===== config.mk =====
export PLATFORM = sky130hd
export DESIGN_NAME = wheel_speed_pid_pwm_core
export DESIGN_NICKNAME = d
export VERILOG_FILES = /design/src/rtl/wsp_pkg.sv /design/src/rtl/wsp_divider.sv /design/src/rtl/wsp_mac.sv /design/src/rtl/wheel_speed_pid_pwm_core.sv
export SDC_FILE = /design/constraint.sdc
export NUM_CORES = 2
export LEC_CHECK = 0
export BUFFER_PORTS_ARGS = -buffer_cell sky130_fd_sc_hd__buf_2
export CAP_MARGIN = 20
export CORE_ASPECT_RATIO = 0.8
export CORE_MARGIN = 2
export CORE_UTILIZATION = 40
export DETAILED_ROUTE_END_ITERATION = 12
export PLACE_DENSITY = 0.55
export SLEW_MARGIN = 0
export SYNTH_ARGS = -nofsm -noshare
export SYNTH_HDL_FRONTEND = slang
export SYNTH_SLANG_ARGS = --single-unit

===== constraint.sdc =====
create_clock -name clk -period 9.1 [get_ports clk]
set_input_delay 1.365 -clock clk [delete_from_list [all_inputs] [get_ports clk]]
set_output_delay 1.365 -clock clk [all_outputs]
set_load 0.02 [all_outputs]

===== src/rtl/wsp_pkg.sv =====
// Shared constants, types and state codes for the wheel speed PID / PWM core.
// Used by wsp_divider, wsp_mac and wheel_speed_pid_pwm_core. No dependencies.
package wsp_pkg;

	// Block configuration
	localparam int NUM_WHEELS = 2;
	localparam int FRAC_BITS  = 12;
	localparam int WIDX_W     = (NUM_WHEELS > 1) ? $clog2(NUM_WHEELS) : 1;
	localparam int FULL_SCALE = 1 << FRAC_BITS;
	localparam int GAIN_FRAC  = 8;

	// Field widths
	localparam int TIME_W   = 16;
	localparam int SPEED_W  = 16;
	localparam int CHG_W    = 17;
	localparam int ERR_W    = 17;
	localparam int DERIV_W  = 18;
	localparam int SUM_W    = 32;
	localparam int GAIN_W   = 16;
	localparam int SCALE_W  = 32;
	localparam int DB_W     = 13;
	localparam int DUTY_W   = 13;
	localparam int DRV_W    = FRAC_BITS + 2;

	// Shared multiplier: signed A x signed B, full product
	localparam int MUL_A_W  = SCALE_W + 1;
	localparam int MUL_B_W  = GAIN_W + 1;
	localparam int PROD_W   = MUL_A_W + MUL_B_W;

	// Divider: |pulses| * scale fits in SCALE_W + SPEED_W - 1 bits
	localparam int DVD_W    = SCALE_W + SPEED_W - 1;
	localparam int CNT_W    = $clog2(DVD_W + 1);

	// Stream and configuration port widths
	localparam int IN_TDATA_W  = 56;
	localparam int OUT_TDATA_W = 64;
	localparam int CFG_IDX_W   = 3;
	localparam int CFG_DATA_W  = 32;

	// Register indexes
	localparam logic [CFG_IDX_W-1:0] CFG_PROP_GAIN      = 3'd0;
	localparam logic [CFG_IDX_W-1:0] CFG_INTEGRAL_GAIN  = 3'd1;
	localparam logic [CFG_IDX_W-1:0] CFG_DERIV_GAIN     = 3'd2;
	localparam logic [CFG_IDX_W-1:0] CFG_VELOCITY_SCALE = 3'd3;
	localparam logic [CFG_IDX_W-1:0] CFG_DEADBAND       = 3'd4;

	localparam logic [DB_W-1:0] DEADBAND_RESET = 13'd205;

	typedef enum logic [10:0] {
		ST_IDLE   = 11'b000_0000_0001,
		ST_MULV   = 11'b000_0000_0010,
		ST_DSTART = 11'b000_0000_0100,
		ST_DIV    = 11'b000_0000_1000,
		ST_PREP   = 11'b000_0001_0000,
		ST_MP     = 11'b000_0010_0000,
		ST_MI     = 11'b000_0100_0000,
		ST_MD     = 11'b000_1000_0000,
		ST_MACC   = 11'b001_0000_0000,
		ST_CLAMP  = 11'b010_0000_0000,
		ST_OUT    = 11'b100_0000_0000
	} state_t;

	// Control for the shared multiply-accumulate unit
	typedef struct packed {
		logic mul_en;
		logic acc_clr;
		logic acc_add;
	} mac_ctl_t;

endpackage


===== src/rtl/wsp_divider.sv =====
// Restoring unsigned divider, one quotient bit per cycle.
// Depends on wsp_pkg for widths.
module wsp_divider (
	input  logic                       clk,
	input  logic                       arst_n,
	input  logic                       start,
	input  logic [wsp_pkg::DVD_W-1:0]  dividend,
	input  logic [wsp_pkg::TIME_W-1:0] divisor,
	output logic                       done,
	output logic [wsp_pkg::DVD_W-1:0]  quotient
);

	logic                       busy_q;
	logic                       done_q;
	logic [wsp_pkg::CNT_W-1:0]  cnt_q;
	logic [wsp_pkg::TIME_W-1:0] rem_q;
	logic [wsp_pkg::DVD_W-1:0]  quo_q;

	logic [wsp_pkg::TIME_W:0]   shifted;
	logic [wsp_pkg::TIME_W:0]   diff;
	logic                       ge;
	logic [wsp_pkg::TIME_W-1:0] rem_nx;

	always_comb begin
		shifted = {rem_q, quo_q[wsp_pkg::DVD_W-1]};
		diff    = shifted - {1'b0, divisor};
		ge      = shifted >= {1'b0, divisor};
		rem_nx  = ge ? diff[wsp_pkg::TIME_W-1:0] : shifted[wsp_pkg::TIME_W-1:0];
	end

	always_ff @(posedge clk or negedge arst_n) begin
		if (!arst_n) begin
			busy_q <= 1'b0;
			done_q <= 1'b0;
			cnt_q  <= '0;
		end else if (start) begin
			busy_q <= 1'b1;
			done_q <= 1'b0;
			cnt_q  <= wsp_pkg::CNT_W'(wsp_pkg::DVD_W);
		end else if (busy_q) begin
			cnt_q <= cnt_q - 1'b1;
			if (cnt_q == wsp_pkg::CNT_W'(1)) begin
				busy_q <= 1'b0;
				done_q <= 1'b1;
			end
		end else begin
			done_q <= 1'b0;
		end
	end

	// Dividend bits shift out of the top while quotient bits shift in below.
	always_ff @(posedge clk) begin
		if (start) begin
			quo_q <= dividend;
			rem_q <= '0;
		end else if (busy_q) begin
			quo_q <= {quo_q[wsp_pkg::DVD_W-2:0], ge};
			rem_q <= rem_nx;
		end
	end

	assign done     = done_q;
	assign quotient = quo_q;

endmodule


===== src/rtl/wsp_mac.sv =====
// Shared signed multiply-accumulate unit: registered product, then accumulator.
// Depends on wsp_pkg for widths and the control struct.
module wsp_mac (
	input  logic                               clk,
	input  logic                               arst_n,
	input  wsp_pkg::mac_ctl_t                  ctl,
	input  logic signed [wsp_pkg::MUL_A_W-1:0] a,
	input  logic signed [wsp_pkg::MUL_B_W-1:0] b,
	output logic signed [wsp_pkg::PROD_W-1:0]  prod,
	output logic signed [wsp_pkg::PROD_W-1:0]  acc
);

	logic signed [wsp_pkg::PROD_W-1:0] prod_q;
	logic signed [wsp_pkg::PROD_W-1:0] acc_q;
	logic signed [wsp_pkg::PROD_W-1:0] prod_d;

	assign prod_d = a * b;

	always_ff @(posedge clk) begin
		if (ctl.mul_en) begin
			prod_q <= prod_d;
		end
	end

	// The accumulator adds the product registered in the previous step.
	always_ff @(posedge clk or negedge arst_n) begin
		if (!arst_n) begin
			acc_q <= '0;
		end else if (ctl.acc_clr) begin
			acc_q <= '0;
		end else if (ctl.acc_add) begin
			acc_q <= acc_q + prod_q;
		end
	end

	assign prod = prod_q;
	assign acc  = acc_q;

endmodule


===== src/rtl/wheel_speed_pid_pwm_core.sv =====
// Wheel speed PID controller with H-bridge duty output, top level.
// Depends on wsp_pkg, wsp_divider and wsp_mac.
//
//  Channel  Signals                    Content (lowest bit first)
//  s        s_tvalid/s_tready/s_tdata  pulses, elapsed_us, target_speed, stop
//           s_tuser                    wheel
//  m        m_tvalid/m_tready/m_tdata  duty_a, duty_b, measured_speed, speed_change,
//           m_tuser                    speed_valid; tuser: wheel_out
//  cfg      cfg_we/cfg_index/cfg_data  register write, no read-back
//
// A tick with nonzero elapsed time spends most of its way from input transfer to result
// in the 47 single-bit steps of the speed divider; a tick with zero elapsed time skips
// the scale multiply and the divider. The PID products share one multiplier, one per cycle.
// Reset clears the configuration to its defaults and all wheel state to zero.
// The input is accepted again as soon as the result is in the output register;
// a stalled output holds the sequencer in its last step until the transfer.
module wheel_speed_pid_pwm_core (
	input  logic                                clk,
	input  logic                                arst_n,
	input  logic                                s_tvalid,
	output logic                                s_tready,
	input  logic [wsp_pkg::IN_TDATA_W-1:0]      s_tdata,  // pulses, elapsed_us, target_speed, stop
	input  logic                                s_tuser,  // wheel
	output logic                                m_tvalid,
	input  logic                                m_tready,
	output logic [wsp_pkg::OUT_TDATA_W-1:0]     m_tdata,  // duty_a, duty_b, measured_speed,
	                                                      // speed_change, speed_valid
	output logic                                m_tuser,  // wheel_out
	input  logic                                cfg_we,
	input  logic [wsp_pkg::CFG_IDX_W-1:0]       cfg_index,
	input  logic [wsp_pkg::CFG_DATA_W-1:0]      cfg_data
);

	localparam logic signed [wsp_pkg::PROD_W-1:0] ACC_FULL = wsp_pkg::PROD_W'(wsp_pkg::FULL_SCALE);
	localparam logic signed [wsp_pkg::DRV_W-1:0]  DRV_FULL = wsp_pkg::DRV_W'(wsp_pkg::FULL_SCALE);
	localparam logic [wsp_pkg::DUTY_W-1:0]        DUTY_FULL = wsp_pkg::DUTY_W'(wsp_pkg::FULL_SCALE);
	localparam logic [wsp_pkg::DVD_W-1:0]         Q_POS_MAX =
		wsp_pkg::DVD_W'(2 ** (wsp_pkg::SPEED_W - 1) - 1);
	localparam logic [wsp_pkg::DVD_W-1:0]         Q_NEG_MAX =
		wsp_pkg::DVD_W'(2 ** (wsp_pkg::SPEED_W - 1));

	// Input field views
	logic signed [wsp_pkg::SPEED_W-1:0] in_pulses;
	logic        [wsp_pkg::TIME_W-1:0]  in_elapsed;
	logic signed [wsp_pkg::SPEED_W-1:0] in_target;
	logic                               in_stop;
	logic        [wsp_pkg::WIDX_W-1:0]  in_widx;

	assign in_pulses  = s_tdata[15:0];
	assign in_elapsed = s_tdata[31:16];
	assign in_target  = s_tdata[47:32];
	assign in_stop    = s_tdata[48];
	assign in_widx    = (wsp_pkg::NUM_WHEELS > 1) ? wsp_pkg::WIDX_W'(s_tuser) : '0;

	// Configuration
	logic [wsp_pkg::GAIN_W-1:0]  kp_q;
	logic [wsp_pkg::GAIN_W-1:0]  ki_q;
	logic [wsp_pkg::GAIN_W-1:0]  kd_q;
	logic [wsp_pkg::SCALE_W-1:0] vscale_q;
	logic [wsp_pkg::DB_W-1:0]    db_q;
	logic                        gain_wr;

	// Per-wheel state
	logic signed [wsp_pkg::SPEED_W-1:0] wspeed_q [wsp_pkg::NUM_WHEELS];
	logic signed [wsp_pkg::SUM_W-1:0]   esum_q   [wsp_pkg::NUM_WHEELS];
	logic signed [wsp_pkg::ERR_W-1:0]   perr_q   [wsp_pkg::NUM_WHEELS];

	// Sequencer and working registers
	wsp_pkg::state_t                    state_q;
	logic                               wheel_q;
	logic        [wsp_pkg::WIDX_W-1:0]  widx_q;
	logic signed [wsp_pkg::SPEED_W-1:0] pulses_q;
	logic        [wsp_pkg::TIME_W-1:0]  elapsed_q;
	logic signed [wsp_pkg::SPEED_W-1:0] target_q;
	logic                               stop_q;
	logic signed [wsp_pkg::SPEED_W-1:0] speed_q;
	logic signed [wsp_pkg::SPEED_W-1:0] old_speed_q;
	logic                               valid_q;
	logic signed [wsp_pkg::ERR_W-1:0]   err_q;
	logic signed [wsp_pkg::DERIV_W-1:0] deriv_q;
	logic signed [wsp_pkg::SUM_W-1:0]   sum_q;
	logic signed [wsp_pkg::CHG_W-1:0]   change_q;
	logic signed [wsp_pkg::DRV_W-1:0]   drive_q;

	// Output register
	logic                               m_tvalid_q;
	logic [wsp_pkg::OUT_TDATA_W-1:0]    m_tdata_q;
	logic                               m_tuser_q;

	logic in_fire;
	logic out_load;

	assign s_tready = (state_q == wsp_pkg::ST_IDLE);
	assign in_fire  = s_tvalid && s_tready;
	assign out_load = (state_q == wsp_pkg::ST_OUT) && (!m_tvalid_q || m_tready);
	assign gain_wr  = cfg_we && ((cfg_index == wsp_pkg::CFG_PROP_GAIN) ||
		(cfg_index == wsp_pkg::CFG_INTEGRAL_GAIN) || (cfg_index == wsp_pkg::CFG_DERIV_GAIN));

	// Shared arithmetic units
	wsp_pkg::mac_ctl_t                  mac_ctl;
	logic signed [wsp_pkg::MUL_A_W-1:0] mac_a;
	logic signed [wsp_pkg::MUL_B_W-1:0] mac_b;
	logic signed [wsp_pkg::PROD_W-1:0]  mac_prod;
	logic signed [wsp_pkg::PROD_W-1:0]  mac_acc;
	logic                               div_start;
	logic                               div_done;
	logic [wsp_pkg::DVD_W-1:0]          div_quo;
	logic [wsp_pkg::SPEED_W-1:0]        pulses_mag;

	assign pulses_mag = pulses_q[wsp_pkg::SPEED_W-1] ? wsp_pkg::SPEED_W'(-pulses_q)
	                                                 : wsp_pkg::SPEED_W'(pulses_q);
	assign div_start  = (state_q == wsp_pkg::ST_DSTART);

	always_comb begin
		mac_ctl = '0;
		mac_a   = '0;
		mac_b   = '0;
		case (state_q)
			wsp_pkg::ST_MULV: begin
				mac_ctl.mul_en = 1'b1;
				mac_a = {1'b0, vscale_q};
				mac_b = wsp_pkg::MUL_B_W'({1'b0, pulses_mag});
			end
			wsp_pkg::ST_MP: begin
				mac_ctl.mul_en  = 1'b1;
				mac_ctl.acc_clr = 1'b1;
				mac_a = wsp_pkg::MUL_A_W'(err_q);
				mac_b = {1'b0, kp_q};
			end
			wsp_pkg::ST_MI: begin
				mac_ctl.mul_en  = 1'b1;
				mac_ctl.acc_add = 1'b1;
				mac_a = wsp_pkg::MUL_A_W'(sum_q);
				mac_b = {1'b0, ki_q};
			end
			wsp_pkg::ST_MD: begin
				mac_ctl.mul_en  = 1'b1;
				mac_ctl.acc_add = 1'b1;
				mac_a = wsp_pkg::MUL_A_W'(deriv_q);
				mac_b = {1'b0, kd_q};
			end
			wsp_pkg::ST_MACC: begin
				mac_ctl.acc_add = 1'b1;
			end
			default: begin
				mac_ctl = '0;
			end
		endcase
	end

	wsp_mac u_mac (
		.clk    (clk),
		.arst_n (arst_n),
		.ctl    (mac_ctl),
		.a      (mac_a),
		.b      (mac_b),
		.prod   (mac_prod),
		.acc    (mac_acc)
	);

	wsp_divider u_div (
		.clk      (clk),
		.arst_n   (arst_n),
		.start    (div_start),
		.dividend (mac_prod[wsp_pkg::DVD_W-1:0]),
		.divisor  (elapsed_q),
		.done     (div_done),
		.quotient (div_quo)
	);

	// Datapath steps
	logic signed [wsp_pkg::SPEED_W-1:0] speed_sat;
	logic signed [wsp_pkg::ERR_W-1:0]   err_d;
	logic signed [wsp_pkg::SUM_W:0]     sum_wide;
	logic signed [wsp_pkg::SUM_W-1:0]   sum_d;
	logic signed [wsp_pkg::PROD_W-1:0]  acc_sh;
	logic signed [wsp_pkg::DRV_W-1:0]   drive_d;
	logic        [wsp_pkg::DRV_W-1:0]   drive_mag;
	logic signed [wsp_pkg::DRV_W-1:0]   drive_fin;
	logic signed [wsp_pkg::DRV_W-1:0]   duty_a_w;
	logic signed [wsp_pkg::DRV_W-1:0]   duty_b_w;

	always_comb begin
		if (pulses_q[wsp_pkg::SPEED_W-1]) begin
			speed_sat = (div_quo > Q_NEG_MAX) ? wsp_pkg::SPEED_W'(Q_NEG_MAX)
			                                  : -div_quo[wsp_pkg::SPEED_W-1:0];
		end else begin
			speed_sat = (div_quo > Q_POS_MAX) ? wsp_pkg::SPEED_W'(Q_POS_MAX)
			                                  : div_quo[wsp_pkg::SPEED_W-1:0];
		end

		err_d    = wsp_pkg::ERR_W'(target_q) - wsp_pkg::ERR_W'(speed_q);
		sum_wide = (wsp_pkg::SUM_W + 1)'(esum_q[widx_q]) + (wsp_pkg::SUM_W + 1)'(err_d);
		if (sum_wide[wsp_pkg::SUM_W] != sum_wide[wsp_pkg::SUM_W-1]) begin
			// Saturate toward the sign of the true sum.
			sum_d = sum_wide[wsp_pkg::SUM_W] ? {1'b1, {(wsp_pkg::SUM_W - 1){1'b0}}}
			                                 : {1'b0, {(wsp_pkg::SUM_W - 1){1'b1}}};
		end else begin
			sum_d = sum_wide[wsp_pkg::SUM_W-1:0];
		end

		// Arithmetic shift gives the floor of the division by the gain scale.
		acc_sh = mac_acc >>> wsp_pkg::GAIN_FRAC;
		if (acc_sh > ACC_FULL) begin
			drive_d = DRV_FULL;
		end else if (acc_sh < -ACC_FULL) begin
			drive_d = -DRV_FULL;
		end else begin
			drive_d = acc_sh[wsp_pkg::DRV_W-1:0];
		end

		drive_mag = drive_q[wsp_pkg::DRV_W-1] ? wsp_pkg::DRV_W'(-drive_q)
		                                      : wsp_pkg::DRV_W'(drive_q);
		if (stop_q || (32'(drive_mag) < 32'(db_q))) begin
			drive_fin = '0;
		end else begin
			drive_fin = drive_q;
		end

		duty_a_w = DRV_FULL;
		duty_b_w = DRV_FULL;
		if (drive_fin < 0) begin
			duty_b_w = DRV_FULL + drive_fin;
		end else if (drive_fin > 0) begin
			duty_a_w = DRV_FULL - drive_fin;
		end
	end

	// Sequencer
	always_ff @(posedge clk or negedge arst_n) begin
		if (!arst_n) begin
			state_q <= wsp_pkg::ST_IDLE;
		end else begin
			case (state_q)
				wsp_pkg::ST_IDLE: begin
					if (in_fire) begin
						state_q <= (in_elapsed != '0) ? wsp_pkg::ST_MULV : wsp_pkg::ST_PREP;
					end
				end
				wsp_pkg::ST_MULV:   state_q <= wsp_pkg::ST_DSTART;
				wsp_pkg::ST_DSTART: state_q <= wsp_pkg::ST_DIV;
				wsp_pkg::ST_DIV: begin
					if (div_done) begin
						state_q <= wsp_pkg::ST_PREP;
					end
				end
				wsp_pkg::ST_PREP:   state_q <= wsp_pkg::ST_MP;
				wsp_pkg::ST_MP:     state_q <= wsp_pkg::ST_MI;
				wsp_pkg::ST_MI:     state_q <= wsp_pkg::ST_MD;
				wsp_pkg::ST_MD:     state_q <= wsp_pkg::ST_MACC;
				wsp_pkg::ST_MACC:   state_q <= wsp_pkg::ST_CLAMP;
				wsp_pkg::ST_CLAMP:  state_q <= wsp_pkg::ST_OUT;
				wsp_pkg::ST_OUT: begin
					if (out_load) begin
						state_q <= wsp_pkg::ST_IDLE;
					end
				end
				default: state_q <= wsp_pkg::ST_IDLE;
			endcase
		end
	end

	// Working registers
	always_ff @(posedge clk) begin
		if (in_fire) begin
			wheel_q     <= s_tuser;
			widx_q      <= in_widx;
			pulses_q    <= in_pulses;
			elapsed_q   <= in_elapsed;
			target_q    <= in_target;
			stop_q      <= in_stop;
			old_speed_q <= wspeed_q[in_widx];
			speed_q     <= wspeed_q[in_widx];
			valid_q     <= 1'b0;
		end
		if ((state_q == wsp_pkg::ST_DIV) && div_done) begin
			speed_q <= speed_sat;
			valid_q <= 1'b1;
		end
		if (state_q == wsp_pkg::ST_PREP) begin
			err_q    <= err_d;
			deriv_q  <= wsp_pkg::DERIV_W'(err_d) - wsp_pkg::DERIV_W'(perr_q[widx_q]);
			sum_q    <= sum_d;
			change_q <= valid_q ? wsp_pkg::CHG_W'(speed_q) - wsp_pkg::CHG_W'(old_speed_q) : '0;
		end
		if (state_q == wsp_pkg::ST_CLAMP) begin
			drive_q <= drive_d;
		end
	end

	// Configuration registers
	always_ff @(posedge clk or negedge arst_n) begin
		if (!arst_n) begin
			kp_q     <= '0;
			ki_q     <= '0;
			kd_q     <= '0;
			vscale_q <= '0;
			db_q     <= wsp_pkg::DEADBAND_RESET;
		end else if (cfg_we) begin
			case (cfg_index)
				wsp_pkg::CFG_PROP_GAIN:      kp_q     <= cfg_data[wsp_pkg::GAIN_W-1:0];
				wsp_pkg::CFG_INTEGRAL_GAIN:  ki_q     <= cfg_data[wsp_pkg::GAIN_W-1:0];
				wsp_pkg::CFG_DERIV_GAIN:     kd_q     <= cfg_data[wsp_pkg::GAIN_W-1:0];
				wsp_pkg::CFG_VELOCITY_SCALE: vscale_q <= cfg_data[wsp_pkg::SCALE_W-1:0];
				wsp_pkg::CFG_DEADBAND:       db_q     <= cfg_data[wsp_pkg::DB_W-1:0];
				default: ;
			endcase
		end
	end

	// Wheel state: a gain write clears every wheel; a result commits one wheel.
	always_ff @(posedge clk or negedge arst_n) begin
		if (!arst_n) begin
			for (int i = 0; i < wsp_pkg::NUM_WHEELS; i++) begin
				wspeed_q[i] <= '0;
				esum_q[i]   <= '0;
				perr_q[i]   <= '0;
			end
		end else if (gain_wr) begin
			for (int i = 0; i < wsp_pkg::NUM_WHEELS; i++) begin
				wspeed_q[i] <= '0;
				esum_q[i]   <= '0;
				perr_q[i]   <= '0;
			end
		end else if (out_load) begin
			if (stop_q) begin
				wspeed_q[widx_q] <= '0;
				esum_q[widx_q]   <= '0;
				perr_q[widx_q]   <= '0;
			end else begin
				wspeed_q[widx_q] <= speed_q;
				esum_q[widx_q]   <= sum_q;
				perr_q[widx_q]   <= err_q;
			end
		end
	end

	// Output register
	always_ff @(posedge clk or negedge arst_n) begin
		if (!arst_n) begin
			m_tvalid_q <= 1'b0;
		end else if (out_load) begin
			m_tvalid_q <= 1'b1;
		end else if (m_tready) begin
			m_tvalid_q <= 1'b0;
		end
	end

	always_ff @(posedge clk) begin
		if (out_load) begin
			m_tuser_q <= wheel_q;
			m_tdata_q <= {4'b0000, valid_q, change_q, speed_q,
			              wsp_pkg::DUTY_W'(duty_b_w), wsp_pkg::DUTY_W'(duty_a_w)};
		end
	end

	assign m_tvalid = m_tvalid_q;
	assign m_tdata  = m_tdata_q;
	assign m_tuser  = m_tuser_q;

	// Checks
	a_busy_after_accept: assert property (@(posedge clk) disable iff (!arst_n)
		in_fire |=> !s_tready)
		else $error("input accepted while a tick is in progress");

	a_one_duty_full: assert property (@(posedge clk) disable iff (!arst_n)
		m_tvalid_q |-> (m_tdata_q[12:0] == DUTY_FULL) || (m_tdata_q[25:13] == DUTY_FULL))
		else $error("neither bridge duty is at full scale");

	a_no_change_without_speed: assert property (@(posedge clk) disable iff (!arst_n)
		(m_tvalid_q && !m_tdata_q[59]) |-> (m_tdata_q[58:42] == '0))
		else $error("speed change reported without a speed update");

	a_div_done_in_div: assert property (@(posedge clk) disable iff (!arst_n)
		div_done |-> (state_q == wsp_pkg::ST_DIV))
		else $error("divider finished outside the divide step");

endmodule

Word-level counts from Yosys, hierarchy flattened
Cells that the tools add are included.
Storage, ports and cells
  bits in registers: 648
  output and inout port bits: 67
  logic and storage cells: 182
Operators by class
  $add $sub $neg: 12
  $mul: 1
  magnitude comparators: 11
  equal/unequal tests: 21
  muxes and demuxes: 63
  bitwise gates (word level): 9
  reductions and logical operators: 27
Operator list (number)
  32-bit two-way mux: 9
  64-bit two-way mux: 3
  16-bit two-way mux: 11
  33-bit one-hot mux with 4 select lines: 1
  11-bit one-hot mux with 11 select lines: 1
  34-bit two-way mux: 3
  50-bit two-way mux: 2
  47-bit two-way mux: 2
  17-bit two-way mux: 4
  64-bit AND: 1
  64-bit bitwise mux: 1
  64-bit inverter: 1
  16-bit one-hot mux with 4 select lines: 1
  50-bit adder: 1
  33-bit by 17-bit multiplier with 50-bit output: 1
  47-bit by 15-bit > comparator with 1-bit output (second input constant): 1
  47-bit by 16-bit > comparator with 1-bit output (second input constant): 1
  42-bit by 14-bit > comparator with 1-bit output (second input constant): 1
  42-bit by 13-bit < comparator with 1-bit output (second input constant): 1
  14-bit two-way mux: 3
  34-bit AND: 1
  34-bit bitwise mux: 1
  34-bit inverter: 1
  16-bit by 16-bit subtractor with 17-bit output: 2
  other kinds (56): 90

Depth between registers and ports, before layout
  word-level depth: 10
  depth in mapped cells: 34
  mapped depth without buffers: 32

Modules after synthesis
Synthesis repeated with hierarchy kept, for this count alone.
Unflattened totals
  cell total of the unflattened synthesis: 5476
  area total of the unflattened synthesis: 54279.6 um^2
Modules (own cells, without submodules)
  wsp_mac: instances 1, cells each 2759, area each 25319.3 um^2
  wheel_speed_pid_pwm_core: instances 1, cells each 2349, area each 24820.1 um^2
  wsp_divider: instances 1, cells each 368, area each 4140.2 um^2

Worst setup path after synthesis
Ideal clock, no wire load.
  path kind: flip-flop to flip-flop
  from: reg state_q[8]
  to: reg u_mac.prod_q (netlist bit u_mac.prod[49]), data pin
  arrival time: 8.232 ns
  required time: 8.838 ns
  slack: 0.606 ns
  cell stages (with the launch flop): 30
  path buffers: 4
  period minus slack after synthesis: 8.494 ns
  cells stage by stage: dfrtp_1 clkbuf_1 nor3_1 nand3_1 or3_1 nor3b_1 clkbuf_1 clkbuf_1 a221o_1 clkbuf_1 nand2_1 fa_1 inv_1 fa_1 fa_1 fa_1 fa_1 inv_1 fa_1 inv_1 ha_1 and4_1 and3_1 a211o_1 a211oi_1 o32ai_1 a221oi_2 o31a_1 o31ai_1 xnor2_1
Between the ends
  cells in the longest elaborated chain, start to end: 3
Ends and longest elaborated chain
  start, declared: RTL line wheel_speed_pid_pwm_core.sv:69  | wsp_pkg::state_t state_q;
  start signal, assigned: RTL line wheel_speed_pid_pwm_core.sv:232  | state_q <= wsp_pkg::ST_IDLE;
  start signal, assigned: RTL line wheel_speed_pid_pwm_core.sv:237  | state_q <= (in_elapsed != '0) ? wsp_pkg::ST_MULV : wsp_pkg::ST_PREP;
  start signal, assigned: RTL line wheel_speed_pid_pwm_core.sv:240  | wsp_pkg::ST_MULV: state_q <= wsp_pkg::ST_DSTART;
  11-bit by 8-bit == test with 1-bit output, or another cell as far along: RTL line wheel_speed_pid_pwm_core.sv:118  | case (state_q)
  33-bit one-hot mux with 4 select lines / 16-bit one-hot mux with 4 select lines (equally long branches): RTL line wheel_speed_pid_pwm_core.sv:118
  33-bit by 17-bit multiplier with 50-bit output (*): RTL line wsp_mac.sv:17  | assign prod_d = a * b;
  net u_mac.prod_d, one bit: RTL line wsp_mac.sv:15  | logic signed [wsp_pkg::PROD_W-1:0] prod_d;
  end signal, assigned: RTL line wsp_mac.sv:21  | prod_q <= prod_d;
  end, declared: RTL line wsp_mac.sv:13  | logic signed [wsp_pkg::PROD_W-1:0] prod_q;
Mark *: on every way through the listed nets, which the timed path passes. The rest lies on a longest branch.
A chain may end at the register's enable or synchronous reset.

Worst setup path in the final report
  from: reg state_q[7]
  to: reg u_mac.prod_q (netlist bit u_mac.prod[45]), data pin
Same word-level chain as after synthesis.

==> results.txt <==
For the global-route wire length before repair, the log shows 238800 µm. The root buffer cell is clkbuf_16. At the worst endpoint, the arrival time is 9.19 ns.

Together, buffers and inverters on the worst path number 10. By instance count, the cell type seen most on the critical path is fa_1. The average via count per standard cell is 5.301. Across the VDD grid, the largest voltage drop is 179.8 µV. In this run, post-CTS hold repair placed 0 buffers. The tools report the worst clock skew on the final layout as 0.03555 ns. The total of endpoints with negative setup slack in the final report came out at 0. The origin of the critical flop-to-flop path was state_q[7]$_DFFE_PN0P_.

For the sequential fraction of the synthesis area, the log shows 33.86%. Buffers placed on the I/O ports in this run total 152. The number of flops mapped to enable cells by yosys was 338; the maximum number of pins on one net before global-route repair was 159. The run gives 3 as the maximum clock path buffer count. The number of distinct library cell variants in the gate-level netlist after synthesis is 87, and the average size of a mapped cell is 9.595 µm². The flow ran to the end, and the final reports show no timing, DRC or antenna violations. The routed layout has 39630 vias. Counting flops and latches in the post-synthesis netlist gives 648. The y dimension of the die is 328.5 µm. The tools report the kind of launch point of the worst setup path as a flip-flop. Counting every sink on the clock net gives 648. Summed over its instances, the top area cell type makes up 19.35% of the synthesized netlist area. The critical path is of the flip-flop to flip-flop type. The total die area is 134600 µm², and the required time of the critical path is 9.52 ns. Register-to-register setup slack: 0.33 ns. The worst path setup slack after routing was 0.3279 ns; the wire length reported by the detailed router was 150900 µm. The first TritonRoute pass finished after 5 iterations. The worst setup path startpoint is state_q[7]$_DFFE_PN0P_. Once detailed placement completed, the half-perimeter wirelength came to 114700 µm.

Static timing analysis puts the maximum clock frequency at 114.0 MHz. For this design the top-level I/O count stands at 164. The commonest cells after synthesis are nand2_1, inv_1, fa_1. The tools report the area of the mapped netlist as 52660 µm². Yosys printed 0 warnings. The final antenna-violating net count is 0, and the starting density of the core is 40.15%. The clock latency on the worst-skew pair is 0.70 ns. For the worst relative slew slack, the log shows 16.10%.

From synthesis to final layout, the design area changed by 11.97%. Sorting the synthesized cells by area gives the leading types as fa_1, edfxtp_1, dfrtp_1. The tool flagged a number of max-cap violations equal to 0. After layout, the minimum clock period comes to 8.772 ns. The post-route netlist has 11.38% of its cells at a drive strength greater than 1.

The kind of cell adding the most delay to the critical path was adder cells. The cell count after synthesis came out at 5489. The most numerous cell in the Yosys netlist was nand2_1.

The slowest stage of the critical path belongs to the cell fa_1. After synthesis, the share of flip-flops with an asynchronous set or reset is 45.22%. STA classifies the critical path endpoint as a flip-flop. For this run, the slowest stage of the critical path takes 0.61 ns. Max-slew violation total from the final report: 0. The worst setup timing slack at the placement stage is 0.2483 ns.

Cell count of the worst reg-to-reg path: 32. The power density of the placed cells came out at 182.3 nW/µm². TritonCTS built the clock tree.

In the final design database the tool counted 6548 nets. The logs give 40200 for the via count of the first global-routing pass and 3 for the H-tree depth. The standby leakage power is 26.83 nW.

The type of the tightest min-delay check was flip-flop to flip-flop. For this run, design rule violations remaining after detail routing come to 0. After clock tree synthesis, the clock-pin slew on the worst setup and hold paths is 0.07 ns. For the overflow left after global routing, the log shows 0. The floorplan has 119 rows. The count of final hold-check violations was 0; the post-route clock period utilization was 96.40%. Among all flip-flop cells after synthesis, the most frequent one is edfxtp_1. The critical-path maximum fanout was 21. TritonCTS created 74 clock buffers. The area inside the core boundary is 131200 µm², and the number of cells on the critical path is 32. Dominant cell type by area after synthesis: fa_1.

On the final layout, the worst hold slack is 0.4163 ns. The endpoint of the lowest-slack register-to-register path is u_mac.prod[45]$_DFFE_PN_. The detailed router finished its first iteration with 3088 violations. The slew of the pin with the lowest slew margin is 1.259 ns. The tools report the overall track demand over capacity in global routing as 22.91%.

The initial antenna violation count is 8. The die span in x came out at 409.7 µm. Following the worst setup path forward leads to its endpoint at u_mac.prod[45]$_DFFE_PN_. At the end of routability-driven placement, the weighted congestion stood at 0.8923. The average routed wire per standard cell works out to 20.19 µm.
==> power by group <==
| part | total (mW) | internal (mW) | switching [mW] |
|---|---|---|---|
| Sequential | 3.99 | 3.68 | 0.319 |
| Clock | 3.02 | 1.70 | 1.33 |
| Combinational | 3.73 | 1.37 | 2.36 |
==> worst min-delay path by stage <==
stage / start / slack (ns) / endpoint / cells past startpoint
global placement: change_q[7]$_SDFFCE_PN0P_ / 0.40 / m_tdata[49]$_DFFE_PP_ / 0
global route: change_q[16]$_SDFFCE_PN0P_ / 0.42 / m_tdata[58]$_DFFE_PP_ / 0
detailed placement: change_q[7]$_SDFFCE_PN0P_ / 0.40 / m_tdata[49]$_DFFE_PP_ / 0
floorplan: change_q[0]$_SDFFCE_PN0P_ / 0.40 / m_tdata[42]$_DFFE_PP_ / 0
CTS: change_q[7]$_SDFFCE_PN0P_ / 0.42 / m_tdata[49]$_DFFE_PP_ / 0
finish: change_q[7]$_SDFFCE_PN0P_ / 0.42 / m_tdata[49]$_DFFE_PP_ / 0
==> worst reg2reg max path: cells and delay by family (launching register included) <==
family | cells | cell delay [ns]
fa+ha+maj | 7 | 3.51
compound gates | 10 | 1.94
buf+inv | 10 | 1.40
simple gates | 4 | 1.04
flops | 1 | 0.46
xor+xnor | 1 | 0.16
==> metrics by stage <==
stage / setup TNS, ns / instances / total power [mW] / util (%) / area [µm²]
floorplan: 0 / 5492 / 6.434 / - / 52680
global placement: 0 / 7331 / 7.674 / 43.00 / 56410
detailed placement: 0 / 7331 / 7.722 / 43.00 / 56410
CTS: 0 / 7469 / 10.79 / 44.85 / 58830
global route: -0.01316 / 7475 / 11.40 / 44.95 / 58960
finish: 0 / 7476 / 10.75 / 44.95 / 58970
==> cell usage in the layout, fill, tap and decap left out, drive strengths merged, types with 14 or more instances in the layout <==
cell type	n
clkinv	22
a21oi	313
a221oi	37
nor4	38
nand3	56
a21o	84
buf	338
o21a	33
mux2	130
dfrtp	287
xnor2	120
nor3	52
inv	751
fa	509
mux2i	28
nand4	33
nor2	322
nor2b	96
and3	36
o21ai	214
a22o	24
a221o	39
o21bai	14
and2	52
clkbuf	109
o31ai	17
a31oi	30
nand2b	31
o211ai	17
edfxtp	338
nand2	941
or3	34
xor2	69
nor3b	18
ha	284
a211oi	24
dfxtp	17
==> layer usage <==
layer | wire length, µm | track usage [%]
met5 | 34 | 0
met4 | 4404 | 6.706
met3 | 11090 | 4.926
met2 | 63920 | 34.11
met1 | 71490 | 33.46
==> cell type report <==
cell class                      count  area, µm²
Fill cell                       12600      72210
Antenna cell                        2      5.005
Tap cell                         1754       2195
Timing Repair Buffer              339       2386
Inverter                          748       2808
Sequential cell                   648      17830
Clock buffer                      108       2122
Clock inverter                     30      297.8
Multi-Input combinational cell   3847      31320
==> cell families (layout without fill, tap and decap cells) <==
kind of cell / after synthesis / count (layout) / share of synthesized area (%)
other: 1 / 6 / 0.007121
buffers and inverters: 998 / 1225 / 7.158
muxes: 158 / 158 / 3.312
DFF: 648 / 648 / 33.86
xor gates and xnor gates: 189 / 189 / 3.143
AOI/OAI and AO/OA: 937 / 938 / 11.41
and+or+nand+nor: 1759 / 1759 / 14.91
adders and majority gates: 799 / 799 / 26.21
==> flip-flops by register name (all words and copies together), names as in the netlist, 17 cells and up <==
signal / count
sum_q: 32
u_mac.acc: 50
esum_q: 64
change_q: 17
perr_q: 34
err_q: 17
m_tdata: 60
wspeed_q: 32
u_div.quotient: 47
u_mac.prod: 50
deriv_q: 18
vscale_q: 32
==> what timing repair did <==
| item | 4_1_cts | 5_1_grt |
|---|---|---|
| resized for setup | 0 | 23 |
| buffers inserted | 0 | 3 |
| endpoints found under the setup margin | 0 | 11 |
Note: power is estimated with default switching activity, not from simulation.
